<file path="src/rsub_pkg.sv">
`default_nettype none
package rsub_pkg;

   // Default coordinate width of the origin fields
   localparam int COORD_BITS_DEFAULT = 16;

   // Depth of the queue between classification and piece emission
   localparam int QUEUE_DEPTH = 4;

   // Bit positions of the strips in the piece mask, in emission order
   localparam int MASK_LEFT   = 0;
   localparam int MASK_RIGHT  = 1;
   localparam int MASK_TOP    = 2;
   localparam int MASK_BOTTOM = 3;
   localparam int MASK_BITS   = 4;

   // Classified item: B misses A, and which strips remain
   typedef struct packed {
      logic                 miss;
      logic [MASK_BITS-1:0] mask;
   } rsub_plan_type;

   // Piece chosen by the emitter in one cycle
   typedef enum logic [2:0] {
      PIECE_LEFT,
      PIECE_RIGHT,
      PIECE_TOP,
      PIECE_BOTTOM,
      PIECE_WHOLE,
      PIECE_NONE
   } rsub_piece_type;

   // Width of the geometry carried through the queue
   function automatic int rsub_entry_bits(input int coord_bits);
      return 12 * coord_bits - 4;
   endfunction

endpackage
`default_nettype wire

</file>
<file path="src/rsub_front.sv">
`default_nettype none
module rsub_front #(
   parameter int COORD_BITS = rsub_pkg::COORD_BITS_DEFAULT
) (
   input  logic                                             clock,
   input  logic                                             reset,
   input  logic                                             in_valid,
   output logic                                             in_ready,
   input  logic signed [COORD_BITS-1:0]                     a_x,
   input  logic signed [COORD_BITS-1:0]                     a_y,
   input  logic        [COORD_BITS-2:0]                     a_w,
   input  logic        [COORD_BITS-2:0]                     a_h,
   input  logic signed [COORD_BITS-1:0]                     b_x,
   input  logic signed [COORD_BITS-1:0]                     b_y,
   input  logic        [COORD_BITS-2:0]                     b_w,
   input  logic        [COORD_BITS-2:0]                     b_h,
   output logic                                             out_valid,
   input  logic                                             out_ready,
   output rsub_pkg::rsub_plan_type                          out_plan,
   output logic [rsub_pkg::rsub_entry_bits(COORD_BITS)-1:0] out_data
);

   // Wide enough that no overhang wraps
   localparam int W = COORD_BITS + 2;

   typedef struct packed {
      logic [COORD_BITS-1:0] ax;
      logic [COORD_BITS-1:0] ay;
      logic [COORD_BITS-2:0] aw;
      logic [COORD_BITS-2:0] ah;
      logic [COORD_BITS-2:0] dl;
      logic [COORD_BITS-2:0] dr;
      logic [COORD_BITS-2:0] dt;
      logic [COORD_BITS-2:0] db;
      logic [COORD_BITS:0]   rx;
      logic [COORD_BITS:0]   mx;
      logic [COORD_BITS:0]   by;
      logic [COORD_BITS-2:0] mw;
   } entry_type;

   logic signed [W-1:0] ax_e, ay_e, aw_e, ah_e, bx_e, by_e, bw_e, bh_e;
   logic signed [W-1:0] dl_in, dr_in, dt_in, db_in, bxw_in, byh_in;

   logic                  s_valid_ff;
   logic [COORD_BITS-1:0] s_ax_ff, s_ay_ff;
   logic [COORD_BITS-2:0] s_aw_ff, s_ah_ff;
   logic signed [W-1:0]   s_dl_ff, s_dr_ff, s_dt_ff, s_db_ff, s_bxw_ff, s_byh_ff;

   logic signed [W-1:0] sax, saw, sah, dl0, dr0, mx, mw;
   logic                miss;
   entry_type           entry;

   // Widen the operands
   always_comb begin
      ax_e = {{2{a_x[COORD_BITS-1]}}, a_x};
      ay_e = {{2{a_y[COORD_BITS-1]}}, a_y};
      bx_e = {{2{b_x[COORD_BITS-1]}}, b_x};
      by_e = {{2{b_y[COORD_BITS-1]}}, b_y};
      aw_e = {3'b000, a_w};
      ah_e = {3'b000, a_h};
      bw_e = {3'b000, b_w};
      bh_e = {3'b000, b_h};
      bxw_in = bx_e + bw_e;
      byh_in = by_e + bh_e;
      dl_in  = bx_e - ax_e;
      dt_in  = by_e - ay_e;
      dr_in  = (ax_e + aw_e) - bxw_in;
      db_in  = (ay_e + ah_e) - byh_in;
   end

   // Take a transaction whenever the stage is empty or drains into the queue
   assign in_ready  = !s_valid_ff || out_ready;
   assign out_valid = s_valid_ff;

   always_ff @(posedge clock) begin
      if (reset) begin
         s_valid_ff <= 1'b0;
      end else if (in_ready) begin
         s_valid_ff <= in_valid;
      end
   end

   // Hold the overhangs for classification
   always_ff @(posedge clock) begin
      if (in_ready && in_valid) begin
         s_ax_ff  <= a_x;
         s_ay_ff  <= a_y;
         s_aw_ff  <= a_w;
         s_ah_ff  <= a_h;
         s_dl_ff  <= dl_in;
         s_dr_ff  <= dr_in;
         s_dt_ff  <= dt_in;
         s_db_ff  <= db_in;
         s_bxw_ff <= bxw_in;
         s_byh_ff <= byh_in;
      end
   end

   // Classify: miss test, remaining strips, middle column span
   always_comb begin
      sax  = {{2{s_ax_ff[COORD_BITS-1]}}, s_ax_ff};
      saw  = {3'b000, s_aw_ff};
      sah  = {3'b000, s_ah_ff};
      miss = (s_dl_ff >= saw) || (s_dr_ff >= saw) || (s_dt_ff >= sah) || (s_db_ff >= sah);
      dl0  = (s_dl_ff > 0) ? s_dl_ff : '0;
      dr0  = (s_dr_ff > 0) ? s_dr_ff : '0;
      mx   = sax + dl0;
      mw   = saw - dl0 - dr0;

      out_plan.miss = miss;
      out_plan.mask = '0;
      if (!miss) begin
         out_plan.mask[rsub_pkg::MASK_LEFT]   = s_dl_ff > 0;
         out_plan.mask[rsub_pkg::MASK_RIGHT]  = s_dr_ff > 0;
         out_plan.mask[rsub_pkg::MASK_TOP]    = s_dt_ff > 0;
         out_plan.mask[rsub_pkg::MASK_BOTTOM] = s_db_ff > 0;
      end

      entry.ax = s_ax_ff;
      entry.ay = s_ay_ff;
      entry.aw = s_aw_ff;
      entry.ah = s_ah_ff;
      entry.dl = s_dl_ff[COORD_BITS-2:0];
      entry.dr = s_dr_ff[COORD_BITS-2:0];
      entry.dt = s_dt_ff[COORD_BITS-2:0];
      entry.db = s_db_ff[COORD_BITS-2:0];
      entry.rx = s_bxw_ff[COORD_BITS:0];
      entry.by = s_byh_ff[COORD_BITS:0];
      entry.mx = mx[COORD_BITS:0];
      entry.mw = mw[COORD_BITS-2:0];
      // The top edge, shared by the left, right, top and whole pieces, is carried in ay
      out_data = entry;
   end

endmodule
`default_nettype wire

</file>
<file path="src/rsub_queue.sv">
`default_nettype none
module rsub_queue #(
   parameter int DATA_BITS = rsub_pkg::rsub_entry_bits(rsub_pkg::COORD_BITS_DEFAULT)
) (
   input  logic                    clock,
   input  logic                    reset,
   input  logic                    push_valid,
   output logic                    push_ready,
   input  rsub_pkg::rsub_plan_type push_plan,
   input  logic [DATA_BITS-1:0]    push_data,
   output logic                    pop_valid,
   input  logic                    pop_ready,
   output rsub_pkg::rsub_plan_type pop_plan,
   output logic [DATA_BITS-1:0]    pop_data
);

   localparam int DEPTH    = rsub_pkg::QUEUE_DEPTH;
   localparam int PTR_BITS = (DEPTH > 1) ? $clog2(DEPTH) : 1;
   localparam int CNT_BITS = $clog2(DEPTH + 1);

   rsub_pkg::rsub_plan_type plan_mem_ff [DEPTH];
   logic [DATA_BITS-1:0]    data_mem_ff [DEPTH];
   logic [PTR_BITS-1:0]     wr_ptr_ff, rd_ptr_ff;
   logic [CNT_BITS-1:0]     count_ff;
   logic                    push, pop;

   assign push_ready = count_ff != CNT_BITS'(DEPTH);
   assign pop_valid  = count_ff != '0;
   assign push       = push_valid && push_ready;
   assign pop        = pop_valid && pop_ready;
   assign pop_plan   = plan_mem_ff[rd_ptr_ff];
   assign pop_data   = data_mem_ff[rd_ptr_ff];

   // Advance pointers and fill level
   always_ff @(posedge clock) begin
      if (reset) begin
         wr_ptr_ff <= '0;
         rd_ptr_ff <= '0;
         count_ff  <= '0;
      end else begin
         if (push) begin
            wr_ptr_ff <= (wr_ptr_ff == PTR_BITS'(DEPTH - 1)) ? '0 : wr_ptr_ff + 1'b1;
         end
         if (pop) begin
            rd_ptr_ff <= (rd_ptr_ff == PTR_BITS'(DEPTH - 1)) ? '0 : rd_ptr_ff + 1'b1;
         end
         if (push && !pop) begin
            count_ff <= count_ff + 1'b1;
         end else if (pop && !push) begin
            count_ff <= count_ff - 1'b1;
         end
      end
   end

   // Store the entry
   always_ff @(posedge clock) begin
      if (push) begin
         plan_mem_ff[wr_ptr_ff] <= push_plan;
         data_mem_ff[wr_ptr_ff] <= push_data;
      end
   end

endmodule
`default_nettype wire

</file>
<file path="src/rsub_back.sv">
`default_nettype none
module rsub_back #(
   parameter int COORD_BITS = rsub_pkg::COORD_BITS_DEFAULT
) (
   input  logic                                             clock,
   input  logic                                             reset,
   input  logic                                             in_valid,
   output logic                                             in_ready,
   input  rsub_pkg::rsub_plan_type                          in_plan,
   input  logic [rsub_pkg::rsub_entry_bits(COORD_BITS)-1:0] in_data,
   output logic                                             out_valid,
   input  logic                                             out_ready,
   output logic [COORD_BITS:0]                              piece_x,
   output logic [COORD_BITS:0]                              piece_y,
   output logic [COORD_BITS-2:0]                            piece_w,
   output logic [COORD_BITS-2:0]                            piece_h,
   output logic                                             piece_present,
   output logic                                             last_piece
);

   localparam int MB = rsub_pkg::MASK_BITS;

   typedef struct packed {
      logic [COORD_BITS-1:0] ax;
      logic [COORD_BITS-1:0] ay;
      logic [COORD_BITS-2:0] aw;
      logic [COORD_BITS-2:0] ah;
      logic [COORD_BITS-2:0] dl;
      logic [COORD_BITS-2:0] dr;
      logic [COORD_BITS-2:0] dt;
      logic [COORD_BITS-2:0] db;
      logic [COORD_BITS:0]   rx;
      logic [COORD_BITS:0]   mx;
      logic [COORD_BITS:0]   by;
      logic [COORD_BITS-2:0] mw;
   } entry_type;

   entry_type               entry;
   logic                    started_ff;
   logic [MB-1:0]           rem_ff;
   logic                    out_valid_ff;
   logic [COORD_BITS:0]     x_ff, y_ff;
   logic [COORD_BITS-2:0]   w_ff, h_ff;
   logic                    present_ff, last_ff;

   logic [MB-1:0]           mask, lowbit, rest;
   logic                    adv, fire, last;
   rsub_pkg::rsub_piece_type kind;
   logic [COORD_BITS:0]     x_in, y_in, ax_w, ay_w;
   logic [COORD_BITS-2:0]   w_in, h_in;
   logic                    present_in;

   assign entry = in_data;

   // Pick the next strip of the current entry, lowest mask bit first
   always_comb begin
      adv    = !out_valid_ff || out_ready;
      mask   = started_ff ? rem_ff : in_plan.mask;
      lowbit = mask & (~mask + 1'b1);
      rest   = mask & ~lowbit;
      last   = rest == '0;
      fire   = in_valid && adv;
      in_ready = fire && last;

      if (lowbit[rsub_pkg::MASK_LEFT]) begin
         kind = rsub_pkg::PIECE_LEFT;
      end else if (lowbit[rsub_pkg::MASK_RIGHT]) begin
         kind = rsub_pkg::PIECE_RIGHT;
      end else if (lowbit[rsub_pkg::MASK_TOP]) begin
         kind = rsub_pkg::PIECE_TOP;
      end else if (lowbit[rsub_pkg::MASK_BOTTOM]) begin
         kind = rsub_pkg::PIECE_BOTTOM;
      end else if (in_plan.miss) begin
         kind = rsub_pkg::PIECE_WHOLE;
      end else begin
         kind = rsub_pkg::PIECE_NONE;
      end
   end

   // Form the piece geometry
   always_comb begin
      ax_w       = {entry.ax[COORD_BITS-1], entry.ax};
      ay_w       = {entry.ay[COORD_BITS-1], entry.ay};
      x_in       = '0;
      y_in       = '0;
      w_in       = '0;
      h_in       = '0;
      present_in = 1'b1;
      case (kind)
         rsub_pkg::PIECE_LEFT: begin
            x_in = ax_w;
            y_in = ay_w;
            w_in = entry.dl;
            h_in = entry.ah;
         end
         rsub_pkg::PIECE_RIGHT: begin
            x_in = entry.rx;
            y_in = ay_w;
            w_in = entry.dr;
            h_in = entry.ah;
         end
         rsub_pkg::PIECE_TOP: begin
            x_in = entry.mx;
            y_in = ay_w;
            w_in = entry.mw;
            h_in = entry.dt;
         end
         rsub_pkg::PIECE_BOTTOM: begin
            x_in = entry.mx;
            y_in = entry.by;
            w_in = entry.mw;
            h_in = entry.db;
         end
         rsub_pkg::PIECE_WHOLE: begin
            x_in = ax_w;
            y_in = ay_w;
            w_in = entry.aw;
            h_in = entry.ah;
         end
         default: begin
            present_in = 1'b0;
         end
      endcase
   end

   // Walk the strips and hold the output transaction until taken
   always_ff @(posedge clock) begin
      if (reset) begin
         started_ff   <= 1'b0;
         rem_ff       <= '0;
         out_valid_ff <= 1'b0;
      end else begin
         if (adv) begin
            out_valid_ff <= in_valid;
         end
         if (fire) begin
            started_ff <= !last;
            rem_ff     <= rest;
         end
      end
   end

   always_ff @(posedge clock) begin
      if (fire) begin
         x_ff       <= x_in;
         y_ff       <= y_in;
         w_ff       <= w_in;
         h_ff       <= h_in;
         present_ff <= present_in;
         last_ff    <= last;
      end
   end

   assign out_valid     = out_valid_ff;
   assign piece_x       = x_ff;
   assign piece_y       = y_ff;
   assign piece_w       = w_ff;
   assign piece_h       = h_ff;
   assign piece_present = present_ff;
   assign last_piece    = last_ff;

endmodule
`default_nettype wire

</file>
<file path="src/rectangle_subtract_pieces.sv">
`default_nettype none
// Cuts rectangle B out of rectangle A and returns what is left of A as one to
// four pieces, in the order left strip, right strip, top strip, bottom strip
// (top and bottom span only the columns between the side strips). If B misses
// A, A comes back unchanged; if B covers A, one transaction with piece_present
// low is returned. The last piece of each request carries rsp_tlast. The piece
// emitter sends one piece per cycle unless the output stalls, and takes the
// next request with the last piece. A request passes the classification
// register, the queue and the emitter's output register. A four-entry queue
// lets the request side keep classifying while the response side is stalled.
module rectangle_subtract_pieces #(
   parameter int COORD_BITS = rsub_pkg::COORD_BITS_DEFAULT
) (
   input  logic                                      clock,
   input  logic                                      reset,
   input  logic                                      req_tvalid,
   output logic                                      req_tready,
   // a_x, a_y, a_w, a_h, b_x, b_y, b_w, b_h from bit 0 up, zero padded
   input  logic [((8*COORD_BITS-4)+7)/8*8-1:0]       req_tdata,
   output logic                                      rsp_tvalid,
   input  logic                                      rsp_tready,
   // piece_x, piece_y, piece_w, piece_h from bit 0 up, zero padded
   output logic [((4*COORD_BITS)+7)/8*8-1:0]         rsp_tdata,
   // piece_present
   output logic                                      rsp_tuser,
   // last_piece
   output logic                                      rsp_tlast
);

   localparam int C      = COORD_BITS;
   localparam int EBITS  = rsub_pkg::rsub_entry_bits(COORD_BITS);
   localparam int RBITS  = ((4*COORD_BITS)+7)/8*8;
   localparam int O_AY   = C;
   localparam int O_AW   = 2*C;
   localparam int O_AH   = 3*C - 1;
   localparam int O_BX   = 4*C - 2;
   localparam int O_BY   = 5*C - 2;
   localparam int O_BW   = 6*C - 2;
   localparam int O_BH   = 7*C - 3;

   logic                    f_valid, f_ready, b_valid, b_ready;
   rsub_pkg::rsub_plan_type f_plan, b_plan;
   logic [EBITS-1:0]        f_data, b_data;
   logic [C:0]              piece_x, piece_y;
   logic [C-2:0]            piece_w, piece_h;

   rsub_front #(.COORD_BITS(COORD_BITS)) u_front (
      .clock     (clock),
      .reset     (reset),
      .in_valid  (req_tvalid),
      .in_ready  (req_tready),
      .a_x       (req_tdata[C-1:0]),
      .a_y       (req_tdata[O_AY+C-1:O_AY]),
      .a_w       (req_tdata[O_AW+C-2:O_AW]),
      .a_h       (req_tdata[O_AH+C-2:O_AH]),
      .b_x       (req_tdata[O_BX+C-1:O_BX]),
      .b_y       (req_tdata[O_BY+C-1:O_BY]),
      .b_w       (req_tdata[O_BW+C-2:O_BW]),
      .b_h       (req_tdata[O_BH+C-2:O_BH]),
      .out_valid (f_valid),
      .out_ready (f_ready),
      .out_plan  (f_plan),
      .out_data  (f_data)
   );

   rsub_queue #(.DATA_BITS(EBITS)) u_queue (
      .clock      (clock),
      .reset      (reset),
      .push_valid (f_valid),
      .push_ready (f_ready),
      .push_plan  (f_plan),
      .push_data  (f_data),
      .pop_valid  (b_valid),
      .pop_ready  (b_ready),
      .pop_plan   (b_plan),
      .pop_data   (b_data)
   );

   rsub_back #(.COORD_BITS(COORD_BITS)) u_back (
      .clock         (clock),
      .reset         (reset),
      .in_valid      (b_valid),
      .in_ready      (b_ready),
      .in_plan       (b_plan),
      .in_data       (b_data),
      .out_valid     (rsp_tvalid),
      .out_ready     (rsp_tready),
      .piece_x       (piece_x),
      .piece_y       (piece_y),
      .piece_w       (piece_w),
      .piece_h       (piece_h),
      .piece_present (rsp_tuser),
      .last_piece    (rsp_tlast)
   );

   // Pack the response fields, padding with zeros
   assign rsp_tdata = RBITS'({piece_h, piece_w, piece_y, piece_x});

endmodule
`default_nettype wire
</file>
<file path="config.mk">
export PLATFORM = sky130hd
export DESIGN_NAME = rectangle_subtract_pieces
export DESIGN_NICKNAME = d
export VERILOG_FILES = /design/src/rsub_pkg.sv /design/src/rsub_front.sv /design/src/rsub_queue.sv /design/src/rsub_back.sv /design/src/rectangle_subtract_pieces.sv
export SDC_FILE = /design/constraint.sdc
export NUM_CORES = 1
export LEC_CHECK = 0
export BUFFER_PORTS_ARGS = -buffer_cell sky130_fd_sc_hd__buf_2
export CORE_AREA = 2 2 341 343
export CTS_BUF_LIST = sky130_fd_sc_hd__clkbuf_4 sky130_fd_sc_hd__clkbuf_8 sky130_fd_sc_hd__clkbuf_16
export CTS_CLUSTER_DIAMETER = 80
export DETAILED_ROUTE_END_ITERATION = 12
export DIE_AREA = 0 0 343 345
export PLACE_DENSITY_LB_ADDON = 0.15
export SYNTH_ARGS = -nofsm -noshare
export SYNTH_HDL_FRONTEND = slang
export SYNTH_SLANG_ARGS = --single-unit
</file>
<file path="constraint.sdc">
create_clock -name clock -period 13.8 [get_ports clock]
set_input_delay 1.38 -clock clock [delete_from_list [all_inputs] [get_ports clock]]
set_output_delay 1.38 -clock clock [all_outputs]
set_load 0.01 [all_outputs]
</file>
After elaboration in Yosys (flattened, before gate mapping)
Memory sizes are Yosys's and may differ from the RTL's. A register that Yosys moved wholly into a read port is not among the register bits.
Cells that the tools add are included.
{ "classes": {"reduce_logical": 26, "addsub": 16, "muxes": 24, "bitwise": 4, "order_cmp": 8, "eq_ne": 7} }
{ "ops": {"columns": ["operator", "n"], "rows": [
  ["adder 16 x 16 -> 17 bit", 4],
  ["case mux 15 bit (4 select lines)", 1],
  ["case mux 17 bit (3 select lines)", 1],
  ["case mux 15 bit (3 select lines)", 1],
  [">= comparator 18 x 16 -> 1 bit", 2],
  ["greater-than comparator 18 x 1 -> 1 bit, second input constant", 2],
  ["subtractor 17 x 17 -> 18 bit", 2],
  [">= comparator 17 x 16 -> 1 bit", 2],
  ["greater-than comparator 17 x 1 -> 1 bit, second input constant", 2],
  ["case mux 17 bit (2 select lines)", 1],
  ["subtractor 16 x 16 -> 17 bit", 2],
  ["subtractor 15 bit", 2],
  ["two-way mux 3 bit", 6],
  ["adder 16 x 17 -> 17 bit", 1],
  ["two-way mux 17 bit", 1],
  ["two-way mux 15 bit", 1],
  ["two-way mux 2 bit", 6],
  ["AND 4 bit", 2],
  ["two-way mux 4 bit", 2],
  ["NOT 4 bit", 2],
  ["logical AND 1 bit", 7],
  ["equality test 3 x 2 -> 1 bit, second input constant", 2],
  ["logical NOT 1 bit", 5],
  ["logical OR 1 bit", 5],
  ["17 further kinds", 23]
]} }
{ "word_totals": {"output_inout_bits": 68, "n_memories": 2, "register_bits": 246, "ram_bits": 772} }
{ "memory_table": {"columns": ["name", "words", "word_bits", "rd", "rd_ports_with_merged_regs", "wr", "line", "rtl"], "rows": [
  ["u_queue.data_mem_ff", 4, 188, 1, 1, 1, "rsub_queue.sv:22", "logic [DATA_BITS-1:0] data_mem_ff [DEPTH];"],
  ["u_queue.plan_mem_ff", 4, 5, 1, 1, 1, "rsub_queue.sv:21", "rsub_pkg::rsub_plan_type plan_mem_ff [DEPTH];"]
]} }

Logic depth before layout (Yosys ltp)
Gate-level depths: netlist (run 1).
{ "depth": {"ltp_word": 12, "depth_mapped": 20, "depth_no_buf": 20} }

Cells and area by module
A second synthesis (run 1) with hierarchy kept.
{ "unflattened": {"cells_unflattened": 2709, "area_unflattened_um2": 45932.8} }
{ "modules_own_cells": {"columns": ["mod", "cells_per_inst", "n_inst", "area_per_inst_um2"], "rows": [
  ["rsub_queue", 1056, 1, 28342.2],
  ["rsub_front", 1362, 1, 14091.0],
  ["rsub_back", 291, 1, 3499.6]
]} }

Worst setup path before layout (run 1)
OpenSTA, ideal clock, no wires.
{ "synth_path": {"path_kind": "input -> register", "from": "in req_tvalid", "to": "reg u_front.s_ah_ff[0] (enable)", "setup_slack_ns": 3.333, "path_buffers": 0, "path_stages": 2, "arrival_time_ns": 9.676, "required_time_ns": 13.009, "setup_ns": 0.791, "path_cell_list": "inv_1 > a31oi_1"} }
{ "synth_between": {"elab_chain_len": 1} }
{ "synth_lines": {"columns": ["element", "line", "rtl"], "rows": [
  ["start: declaration", "rectangle_subtract_pieces.sv:16", "input logic req_tvalid,"],
  ["logical AND 1 bit", "rsub_front.sv:85", "if (in_ready && in_valid) begin"],
  ["end signal: assignment", "rsub_front.sv:89", "s_ah_ff <= a_h;"],
  ["end: declaration", "rsub_front.sv:46", "logic [COORD_BITS-2:0] s_aw_ff, s_ah_ff;"]
]} }
Every way passes these cells.
A chain may end at the register's enable or synchronous reset.

Final worst setup path (run 1)
{ "layout_path": {"from": "in req_tdata[63]", "to": "reg u_front.s_dr_ff[17] (data pin)"} }
{ "layout_between": {"elab_chain_len": 2} }
{ "layout_lines": {"columns": ["element", "line", "rtl"], "rows": [
  ["start: declaration", "rectangle_subtract_pieces.sv:19", "input logic [((8*COORD_BITS-4)+7)/8*8-1:0] req_tdata,"],
  ["adder 16 x 16 -> 17 bit", "rsub_front.sv:63", "bxw_in = bx_e + bw_e;"],
  ["net u_front.bxw_in[13]", "rsub_front.sv:42", "logic signed [W-1:0] dl_in, dr_in, dt_in, db_in, bxw_in, byh_in;"],
  ["subtractor 17 x 17 -> 18 bit", "rsub_front.sv:67", "dr_in = (ax_e + aw_e) - bxw_in;"],
  ["net u_front.dr_in[17]", "rsub_front.sv:42", null],
  ["end signal: assignment", "rsub_front.sv:91", "s_dr_ff <= dr_in;"],
  ["end: declaration", "rsub_front.sv:47", "logic signed [W-1:0] s_dl_ff, s_dr_ff, s_dt_ff, s_db_ff, s_bxw_ff, s_byh_ff;"]
]} }
The timed path passes the listed nets, and every way through them passes these cells.

==> results of run 1 <==
[stage by stage]
stage	instance area (µm²)	hold slack, ns
5_1_grt	52000	0.502
4_1_cts	52000	0.482
3_5_place_dp	48400	0.479
3_3_place_gp	48400	0.466
2_1_floorplan	45700	0.459
6_report	52000	0.481
[state kept, by name, summed over array words and instances (netlist names), 2 cells and up, named ones only]
signal               count
u_queue.rd_ptr_ff        2
u_front.s_byh_ff        17
u_front.s_bxw_ff        17
u_front.s_dl_ff         17
u_back.piece_w          15
u_back.piece_y          17
u_front.s_ah_ff         15
u_front.s_ax_ff         16
u_queue.plan_mem_ff     20
u_back.piece_x          17
u_back.rem_ff            3
u_front.s_aw_ff         15
u_queue.count_ff         3
u_front.s_db_ff         18
u_front.s_dr_ff         18
u_queue.data_mem_ff    752
u_front.s_dt_ff         17
u_front.s_ay_ff         16
u_back.piece_h          15
u_queue.wr_ptr_ff        2
[synthesized netlist by cell type, drive strengths merged, types with 28 or more instances]
library cell,n
a21o,31
a21oi,109
buf,36
clkbuf,31
edfxtp,1004
fa,50
ha,200
inv,240
mux4,193
nand2,79
nand2b,28
nor2,107
nor2b,44
nor3,32
o21a,28
o21ai,118
xnor2,78
[critical path: cells and delay by family]
family	cells	cell delay, ns
compound gates	11	3.43
fa+ha+maj	3	1.13
buf+inv	2	0.21
simple gates	1	0.11
xor+xnor	1	0.08
[kinds of logic (layout without fill, tap and decap cells)]
kind of cell               count (synthesis)  after routing  synth area share
DFF                                     1019           1019             0.667
AOI/OAI and AO/OA                        452            452            0.0653
and+or+nand+nor                          403            403            0.0447
buffers and inverters                    312            665            0.0288
adders and majority gates                250            250            0.0767
muxes                                    206            206            0.0989
xor gates and xnor gates                  97             97            0.0186
other                                      0              1                 0
[layout by cell type (no fill, tap or decap), types with 11 or more instances in the layout]
cell type,instances
a22o_1,14
dfxtp_1,13
o21a_1,28
xor2_1,19
a22oi_1,14
nand3_1,20
buf_4,33
a21o_1,31
a21oi_1,108
nand2b_1,26
clkinv_1,23
nor2b_1,42
mux4_2,193
clkbuf_4,30
nor4_1,20
o211ai_1,12
inv_1,239
nand2_1,79
nor2_1,106
and2_1,15
a31oi_1,11
a32oi_1,13
nand4_1,13
xnor2_1,78
a221o_1,18
edfxtp_1,1004
clkbuf_16,109
buf_2,195
o21ai_0,117
fa_1,50
ha_1,200
and2b_1,11
nor3_1,32
[metal layers]
layer,track usage,up-vias,part of all wire
li1,-,11228,-
met1,0.238,12633,0.41
met2,0.320,624,0.50
met3,0.0287,182,0.046
met4,0.0700,4,0.038
met5,0,-,0.00015
[worst min path at each step]
stage,slack [ns],cells after the start,endpoint,from
2_1_floorplan,0.46,0,u_queue.data_mem_ff[0][156]$_DFFE_PP_,u_front.s_ay_ff[0]$_DFFE_PP_
3_3_place_gp,0.47,0,u_queue.data_mem_ff[1][57]$_DFFE_PP_,u_front.s_bxw_ff[8]$_DFFE_PP_
3_5_place_dp,0.48,0,u_queue.data_mem_ff[3][167]$_DFFE_PP_,u_front.s_ay_ff[11]$_DFFE_PP_
4_1_cts,0.48,0,u_queue.data_mem_ff[3][61]$_DFFE_PP_,u_front.s_bxw_ff[12]$_DFFE_PP_
5_1_grt,0.50,0,u_queue.data_mem_ff[3][61]$_DFFE_PP_,u_front.s_bxw_ff[12]$_DFFE_PP_
6_report,0.48,0,u_queue.data_mem_ff[3][61]$_DFFE_PP_,u_front.s_bxw_ff[12]$_DFFE_PP_
[layout make-up]
| type | count | area (µm²) | share of cell area |
|---|---|---|---|
| antenna | 1 | 2.50 | 0.0000481 |
| clock buffer | 139 | 2950 | 0.0568 |
| clock inverter | 58 | 633 | 0.0122 |
| inverter | 240 | 903 | 0.0174 |
| multi-input combinational | 1408 | 13900 | 0.268 |
| sequential | 1019 | 30500 | 0.586 |
| tap | 1524 | 1910 | 0.0367 |
| timing repair buffer | 228 | 1220 | 0.0235 |
[where the power goes]
group / leakage (nW) / internal, mW / switching [mW]
clock network: 1.76 / 1.70 / 1.20
registers: 9.39 / 4.09 / 0.290
logic: 7.29 / 1.15 / 1.68
total: 18.4 / 6.95 / 3.17
==> results.md, run 1 <==
- Inst Count DP: approximately 4400
- Cts bufs inserted: approximately 110
- Area growth, synth to finish: 13.9%
- Total Power: approximately 10 mW
- Max VDD drop: between 100 and 150 µV
- Critical path origin: req_tdata[63]
- Async S/R FF share, synth: 0
- Tightest Pin Transition: approximately 1.2 ns
- Initial Utilization: 0.397
- FP Rows: 125
- Worst rel slew slack: 0.214
- Final min period: ~6 ns
- CTS tree: yes
- YS warnings: 0
- Max_cap viols: 0
- Dominant cell type by area after synthesis: edfxtp_1
- Via density: roughly 5.3
- Vias in the first global route: ~26000
- Port bufs: between 150 and 200
- FF-to-FF End: u_queue.data_mem_ff[3][14]$_DFFE_PP_
- Final setup violation count: 0
- Initial DRC count: 1890
- CP endpoint: u_front.s_dr_ff[17]$_DFFE_PP_
- Worst-path maximum fanout: 6
- Post-route insts no fill: around 4600
- Die Y: ~350 µm
- Post-Route Skew: roughly 0.034 ns
- Worst EP arrival: roughly 6.3 ns
- Fillers: around 10000
- Clk root buf: clkbuf_16
- WS Path Type: in -> reg
- Post-CTS Hold Fix Bufs: 0
- Post-Syn Area: between 40000 and 50000 µm²
- Routed WL: 110000 µm
- PD cells: roughly 190 nW/µm²
- Status: finished, final reports clean
- Vias: between 20000 and 25000
- R2r setup slk: 8.64 ns
- Setup bufs post-CTS: 0
- First-pass GRT wire length: between 150000 and 200000 µm
- RSZ-0062 raised after global routing: false
- Period utilisation layout: 0.426
- Clk slew on worst S/H paths: around 0.060 ns
- Layout cells sized above 1: 0.202
- Max Freq: ~170 MHz
- Worst skew pair latency: 0.70 ns
- Area share of the largest cell type after synthesis: 0.660
- Dpl hpwl: approximately 74000 µm
- Pins over their slew limit: 0
- Final core utilization: 0.452
- Die width: roughly 340 µm
- Tot GR Track Use: 0.186
- FF-to-FF path depth: 14
- Pre-Repair DR Iteration Count: 8
- Fin worst setup slack: between 7 and 8 ns
- Synth top area cells: edfxtp_1 (66%), mux4_2 (9.5%), ha_1 (5.5%), fa_1 (2.2%), inv_1 (2.0%)
- Seq cells post-synth: around 1000
- Worst r2r src: u_front.s_dl_ff[10]$_DFFE_PP_
- Max stage delay on crit path: around 0.57 ns
- CP max-delay cell: a211oi_1
- EDFF count, synth: 1004
- Startpoint Class: primary input
- Cell count after synthesis: 2739
- HP Class: reg -> reg
- Final hold viol count: 0
- Max H-tree Level: 3
- Post_cts resized: 0
- Post-synthesis sequential area ratio: 0.667
- Post-synth top flop: edfxtp_1
- Post-DRT Antenna Nets: 0
- Dpl ws: around 7.3 ns
- CORE AREA: about 120000 µm²
- DR DRC count: 0
- Sequence of cells on the critical path: buf_2 -> ha_1 -> a211oi_1 -> o21ai_0 -> a31oi_1 -> a21oi_1 -> a31oi_1 -> a21boi_0 -> fa_1 -> inv_1 -> ha_1 -> a21o_1 -> a21oi_1 -> nand2_1 -> a31oi_1 -> o31ai_1 -> a21oi_1 -> xor2_1
- Nets: ~3400
- Syn Nets: around 3100
- Initial antenna violation count: 4
- Placer Congestion: between 0.8 and 0.9
- Post-synth cell types: 76
- IO Pins: 200
- Die area: between 100000 and 150000 µm²
- CTS sink count: a little over 1000
- Grt total ovfl: 0
- Drt wl/cell: around 24 µm
- Longest Clk Path Bufs: 3
- Setup TNS: 0 ns
- Largest net degree at the start of global routing: 66
- Mapped Avg Cell Area: about 17 µm²
- WP data required: 14.25 ns
- Leakage power: 18.4 nW
- Worst Setup End Kind: register
No activity file was read; power rests on OpenSTA's default activity.
==> run 2, diff against run 1 <==
==> constraint.sdc (replaced) <==
create_clock -name clock -period 5.4 [get_ports clock]
set_input_delay 0.54 -clock clock [delete_from_list [all_inputs] [get_ports clock]]
set_output_delay 0.54 -clock clock [all_outputs]
set_load 0.01 [all_outputs]
==> results.md, run 2 (synthesis gave the netlist of run 1 again) <==
- Multi-input logic area: roughly 14000 µm²
- Vias in the first global route: between 20000 and 30000
- Max VDD drop: ~290 µV
- Vias: between 20000 and 25000
- CTS sink count: around 1000
- IO Pins: 200
- CTS tree: yes
- Dpl hpwl: 73700 µm
- Worst-path maximum fanout: 7
- Met2 routed WL: 57400 µm
- Placer Congestion: 0.867
- Routed WL: 110000 µm
- Met3 routed WL: 4520 µm
- Max H-tree Level: 3
- Most common cell after layout, fill and taps aside: edfxtp_1
- Max stage delay on crit path: approximately 0.61 ns
- Pins over their slew limit: 0
- Grt total ovfl: 0
- Initial DRC count: 1959
- Worst skew pair latency: a little under 0.7 ns
- First-pass GRT wire length: around 170000 µm
- Nets: 3399
- Status: finished, final reports clean
- Biggest register: u_queue.data_mem_ff
- HP Class: in -> reg
- Via density: 5.33
- Max_cap viols: 0
- Tightest Pin Transition: between 0.9 and 1 ns
- WP data required: 5.81 ns
- Setup TNS: 0 ns
- Leakage power: roughly 19 nW
- Fin worst setup slack: 0.641 ns
- Die width: approximately 340 µm
- Final min period: about 4.8 ns
- Tot GR Track Use: 0.188
- Max Freq: 210 MHz
- Most frequent cells in the layout: edfxtp_1 (1004), inv_1 (239), ha_1 (200)
- Die area: around 120000 µm²
- WS Path Type: reg -> reg
- FP Rows: 125
- Top layer in use: met5
- Port bufs: a little under 200
- Largest regs: u_queue.data_mem_ff: 752 flops, u_queue.plan_mem_ff: 20 flops
- RSZ-0062 raised after global routing: false
- Met1 WL: between 40000 and 50000 µm
- Worst Setup End Kind: register
- DR DRC count: 0
- Clk root buf: clkbuf_16
- Drt wl/cell: around 24 µm
- CORE AREA: between 100000 and 150000 µm²
- Largest register FFs: approximately 750
- Area growth, synth to finish: 14.4%
- Final hold viol count: 0
- Post_cts resized: 0
- Fillers: around 10000
- Dpl ws: 0.409 ns
- CP max-delay cell: nor4_1
- Cts bufs inserted: approximately 110
- Initial antenna violation count: 7
- Post-Route Skew: between 0.04 and 0.05 ns
- Largest net degree at the start of global routing: around 100
- Final setup violation count: 0
- Initial Utilization: 0.397
- Layout cells sized above 1: 0.207
- PD cells: about 490 nW/µm²
- Post-DRT Antenna Nets: 0
- Clk slew on worst S/H paths: about 0.060 ns
- Worst rel slew slack: 0.327
- Sequence of cells on the critical path: nor4_1 -> nand4_1 -> nor4_1 -> nor2_1 -> and2_1 -> fa_1 -> inv_1 -> ha_1 -> o21a_1 -> a21oi_1 -> o21ai_0 -> a21o_1 -> a31o_2 -> a21oi_1 -> xnor2_1
- Register area: between 30000 and 40000 µm²
- Pre-Repair DR Iteration Count: 5
- Die Y: ~350 µm
- Worst EP arrival: 5.17 ns
- Period utilisation layout: 0.881
- Longest Clk Path Bufs: 3
- Startpoint Class: register
[run 2: changes by cell type in the layout (fill, tap and decap cells not counted), moves of 4 or more]
| cell | previous run | this run |
|---|---|---|
| clkbuf_16 | 109 | 113 |
| clkinv_2 | 10 | 21 |
| clkbuf_4 | 30 | 25 |
| buf_12 | 0 | 9 |
[run 2: through the flow]
| stage | utilization | power (mW) | cells | instance area (µm²) | hold slack [ns] |
|---|---|---|---|---|---|
| global placement | 0.423 | 18.7 | 4431 | 48600 | 0.467 |
| CTS | 0.454 | 26.3 | 4633 | 52200 | 0.00312 |
| finish | 0.454 | 25.8 | 4636 | 52200 | 0.0484 |
| floorplan | - | 16.1 | 2739 | 45700 | 0.459 |
| global route | 0.454 | 27.3 | 4633 | 52200 | 0.0233 |
| detailed placement | 0.423 | 18.8 | 4431 | 48600 | 0.486 |
[run 2: timing repair]
| item | 4_1_cts | 5_1_grt |
|---|---|---|
| hold buffers | 1 | 0 |
| buffers inserted | 0 | 0 |
| endpoints found under the hold margin | 1 | 0 |
[run 2: worst max-delay path: cells and delay by family, from the launching register on]
family / cells / cell delay (ns)
compound gates: 6 / 1.36
xor+xnor: 1 / 0.14
fa+ha+maj: 2 / 0.81
buf+inv: 1 / 0.04
flops: 1 / 0.56
simple gates: 5 / 1.56
[run 2: final cells by class]
type                       count  area share
tap                         1524      0.0365
sequential                  1019       0.583
timing repair buffer         241      0.0275
clock buffer                 141      0.0585
multi-input combinational   1408       0.267
inverter                     240      0.0173
clock inverter                60     0.00985
antenna                        3    0.000144
[run 2: final timing paths]
check	slack, ns	endpoint	depth (start not counted)	startpoint
setup / recovery	0.64	u_queue.data_mem_ff[0][14]$_DFFE_PP_	15	u_front.s_dr_ff[0]$_DFFE_PP_
hold / removal	0.05	u_front.s_aw_ff[10]$_DFFE_PP_	1	req_tdata[42]
setup reg to reg	0.64	u_queue.data_mem_ff[0][14]$_DFFE_PP_	15	u_front.s_dr_ff[0]$_DFFE_PP_
hold reg to reg	0.50	u_queue.data_mem_ff[2][163]$_DFFE_PP_	0	u_front.s_ay_ff[7]$_DFFE_PP_
[run 2: power breakdown]
part           internal (mW)  switching, mW  leakage (nW)  total [mW]
Sequential              10.5          0.684          9.39        11.1
Clock                   4.32           3.03          1.78        7.35
Combinational           3.00           4.36          7.38        7.36
Total                   17.8           8.08          18.5        25.8
[run 2: routing by layer]
layer | track usage | up-vias
met1 | 0.238 | 12723
met5 | 0 | -
met3 | 0.0239 | 154
met4 | 0.0574 | 2
met2 | 0.334 | 552
li1 | - | 11275
==> run 3, diff against run 2 <==
==> constraint.sdc (replaced) <==
create_clock -name clock -period 5.5 [get_ports clock]
set_input_delay 0.55 -clock clock [delete_from_list [all_inputs] [get_ports clock]]
set_output_delay 0.55 -clock clock [all_outputs]
set_load 0.01 [all_outputs]
==> results.md, run 3 (synthesis gave the netlist of run 1 again) <==
- Initial Utilization: 0.397
- Startpoint Class: register
- PD cells: just under 500 nW/µm²
- Worst rel slew slack: 0.275
- Status: finished, final reports clean
- CTS tree: yes
- Longest Clk Path Bufs: 3
- Clk root buf: clkbuf_16
- FP Rows: 125
- Period utilisation layout: 0.863
- Routed WL: ~110000 µm
- Post-DRT Antenna Nets: 0
- Grt total ovfl: 0
- IO Pins: 200
- CTS sink count: between 1000 and 1500
- Max Freq: about 210 MHz
- Die Y: 345 µm
- Tot GR Track Use: 0.188
- Tightest Pin Transition: about 1.1 ns
- Most common cell after layout, fill and taps aside: edfxtp_1
- Area growth, synth to finish: 14.1%
- Max H-tree Level: 3
- Placer Congestion: between 0.8 and 0.9
- Worst-path maximum fanout: 7
- Cts bufs inserted: 107
- DR DRC count: 0
- Biggest register: u_queue.data_mem_ff
- Final hold viol count: 0
- Vias: around 25000
- Clk slew on worst S/H paths: 0.06 ns
- Worst Setup End Kind: register
- Setup bufs post-CTS: 0
- Via density: 5.35
- Max_cap viols: 0
- Die width: approximately 340 µm
- First-pass GRT wire length: 166000 µm
- Final setup violation count: 0
- WS Path Type: reg -> reg
- Worst EP arrival: between 5 and 6 ns
- Pre-Repair DR Iteration Count: 5
- Port bufs: 195
- Multi-input logic area: between 10000 and 15000 µm²
- HP Class: in -> reg
- Dpl hpwl: ~73000 µm
- RSZ-0062 raised after global routing: false
- Final Instance Area: approximately 52000 µm²
- Fin worst setup slack: between 0.7 and 0.8 ns
- Final min period: 4.75 ns
- Post-DP Area: slightly below 50000 µm²
- Initial antenna violation count: 4
- Setup TNS: 0 ns
- Max VDD drop: ~280 µV
- Layout cells sized above 1: 0.203
- Post-Route Skew: 0.0475 ns
- Register area: 30500 µm²
- CORE AREA: 115000 µm²
- Leakage power: roughly 18 nW
- Largest regs: u_queue.data_mem_ff: 752 flops, u_queue.plan_mem_ff: 20 flops
- Nets: about 3400
- Die area: roughly 120000 µm²
- WP data required: around 6.0 ns
- Most frequent cells in the layout: edfxtp_1 (1004), inv_1 (239), ha_1 (200)
- Pins over their slew limit: 0
- Largest net degree at the start of global routing: between 100 and 150
- Vias in the first global route: between 20000 and 30000
- Drt wl/cell: ~24 µm
- Initial DRC count: ~2100
- Largest register FFs: roughly 750
- Dpl ws: 0.432 ns
- Fillers: 10125
- Worst skew pair latency: ~0.7 ns
==> run 3: layout make-up <==
class,count,share of cell area
repair buffers,237,0.0270
clock buffers,131,0.0553
clock inverters,63,0.0113
inverters,240,0.0173
multi-input cells,1408,0.268
flip-flops and latches,1019,0.585
well taps,1524,0.0366
diodes,2,0.0000961
==> run 3: through the flow <==
step / total power [mW] / hold slack [ns] / cells / util
after floorplan: 15.8 / 0.459 / 2739 / -
after global placement: 18.3 / 0.469 / 4427 / 0.422
after detailed placement: 18.5 / 0.483 / 4427 / 0.422
after CTS: 25.6 / 0.0149 / 4622 / 0.452
after global routing: 26.6 / 0.0423 / 4622 / 0.452
final: 25.2 / 0.0671 / 4624 / 0.453
==> run 3: report_power, final <==
part / leakage [nW] / switching, mW / total (mW) / internal, mW
logic: 7.36 / 4.23 / 7.16 / 2.94
registers: 9.39 / 0.702 / 11.0 / 10.3
clock network: 1.72 / 2.97 / 7.07 / 4.10
total: 18.5 / 7.90 / 25.2 / 17.3
==> run 3: worst max-delay path, cell delays in order, from the launching register on <==
cell	delay, ns
edfxtp_1	0.53
nor4_1	0.64
nand4_1	0.27
nor4_1	0.22
nor2_1	0.21
and2_1	0.25
fa_1	0.50
inv_1	0.04
ha_1	0.32
a21boi_0	0.32
o31a_1	0.27
o211ai_1	0.17
a31oi_1	0.30
nor2_1	0.10
xnor2_1	0.35
==> run 3: repair_timing <==
action | CTS | global route
endpoints found under the hold margin | 1 | 0
resized for setup | 0 | 0
hold buffers | 1 | 0
==> run 3: worst paths after layout <==
check	startpoint	end	slack [ns]	depth (start not counted)
max	u_front.s_dr_ff[0]$_DFFE_PP_	u_queue.data_mem_ff[1][13]$_DFFE_PP_	0.75	14
max reg2reg	u_front.s_dr_ff[0]$_DFFE_PP_	u_queue.data_mem_ff[1][13]$_DFFE_PP_	0.75	14
min	req_tdata[57]	u_front.s_ah_ff[10]$_DFFE_PP_	0.07	1
min reg2reg	u_front.s_bxw_ff[3]$_DFFE_PP_	u_queue.data_mem_ff[2][52]$_DFFE_PP_	0.49	0
==> run 3: layer usage <==
metal | routed length [µm] | share of wire | track usage | up-vias
met5 | 7 | 0.000063 | 0 | -
met4 | 2550 | 0.023 | 0.0523 | 2
met3 | 4510 | 0.041 | 0.0245 | 147
met2 | 57400 | 0.52 | 0.331 | 571
met1 | 46000 | 0.42 | 0.242 | 12763
li1 | - | - | - | 11244
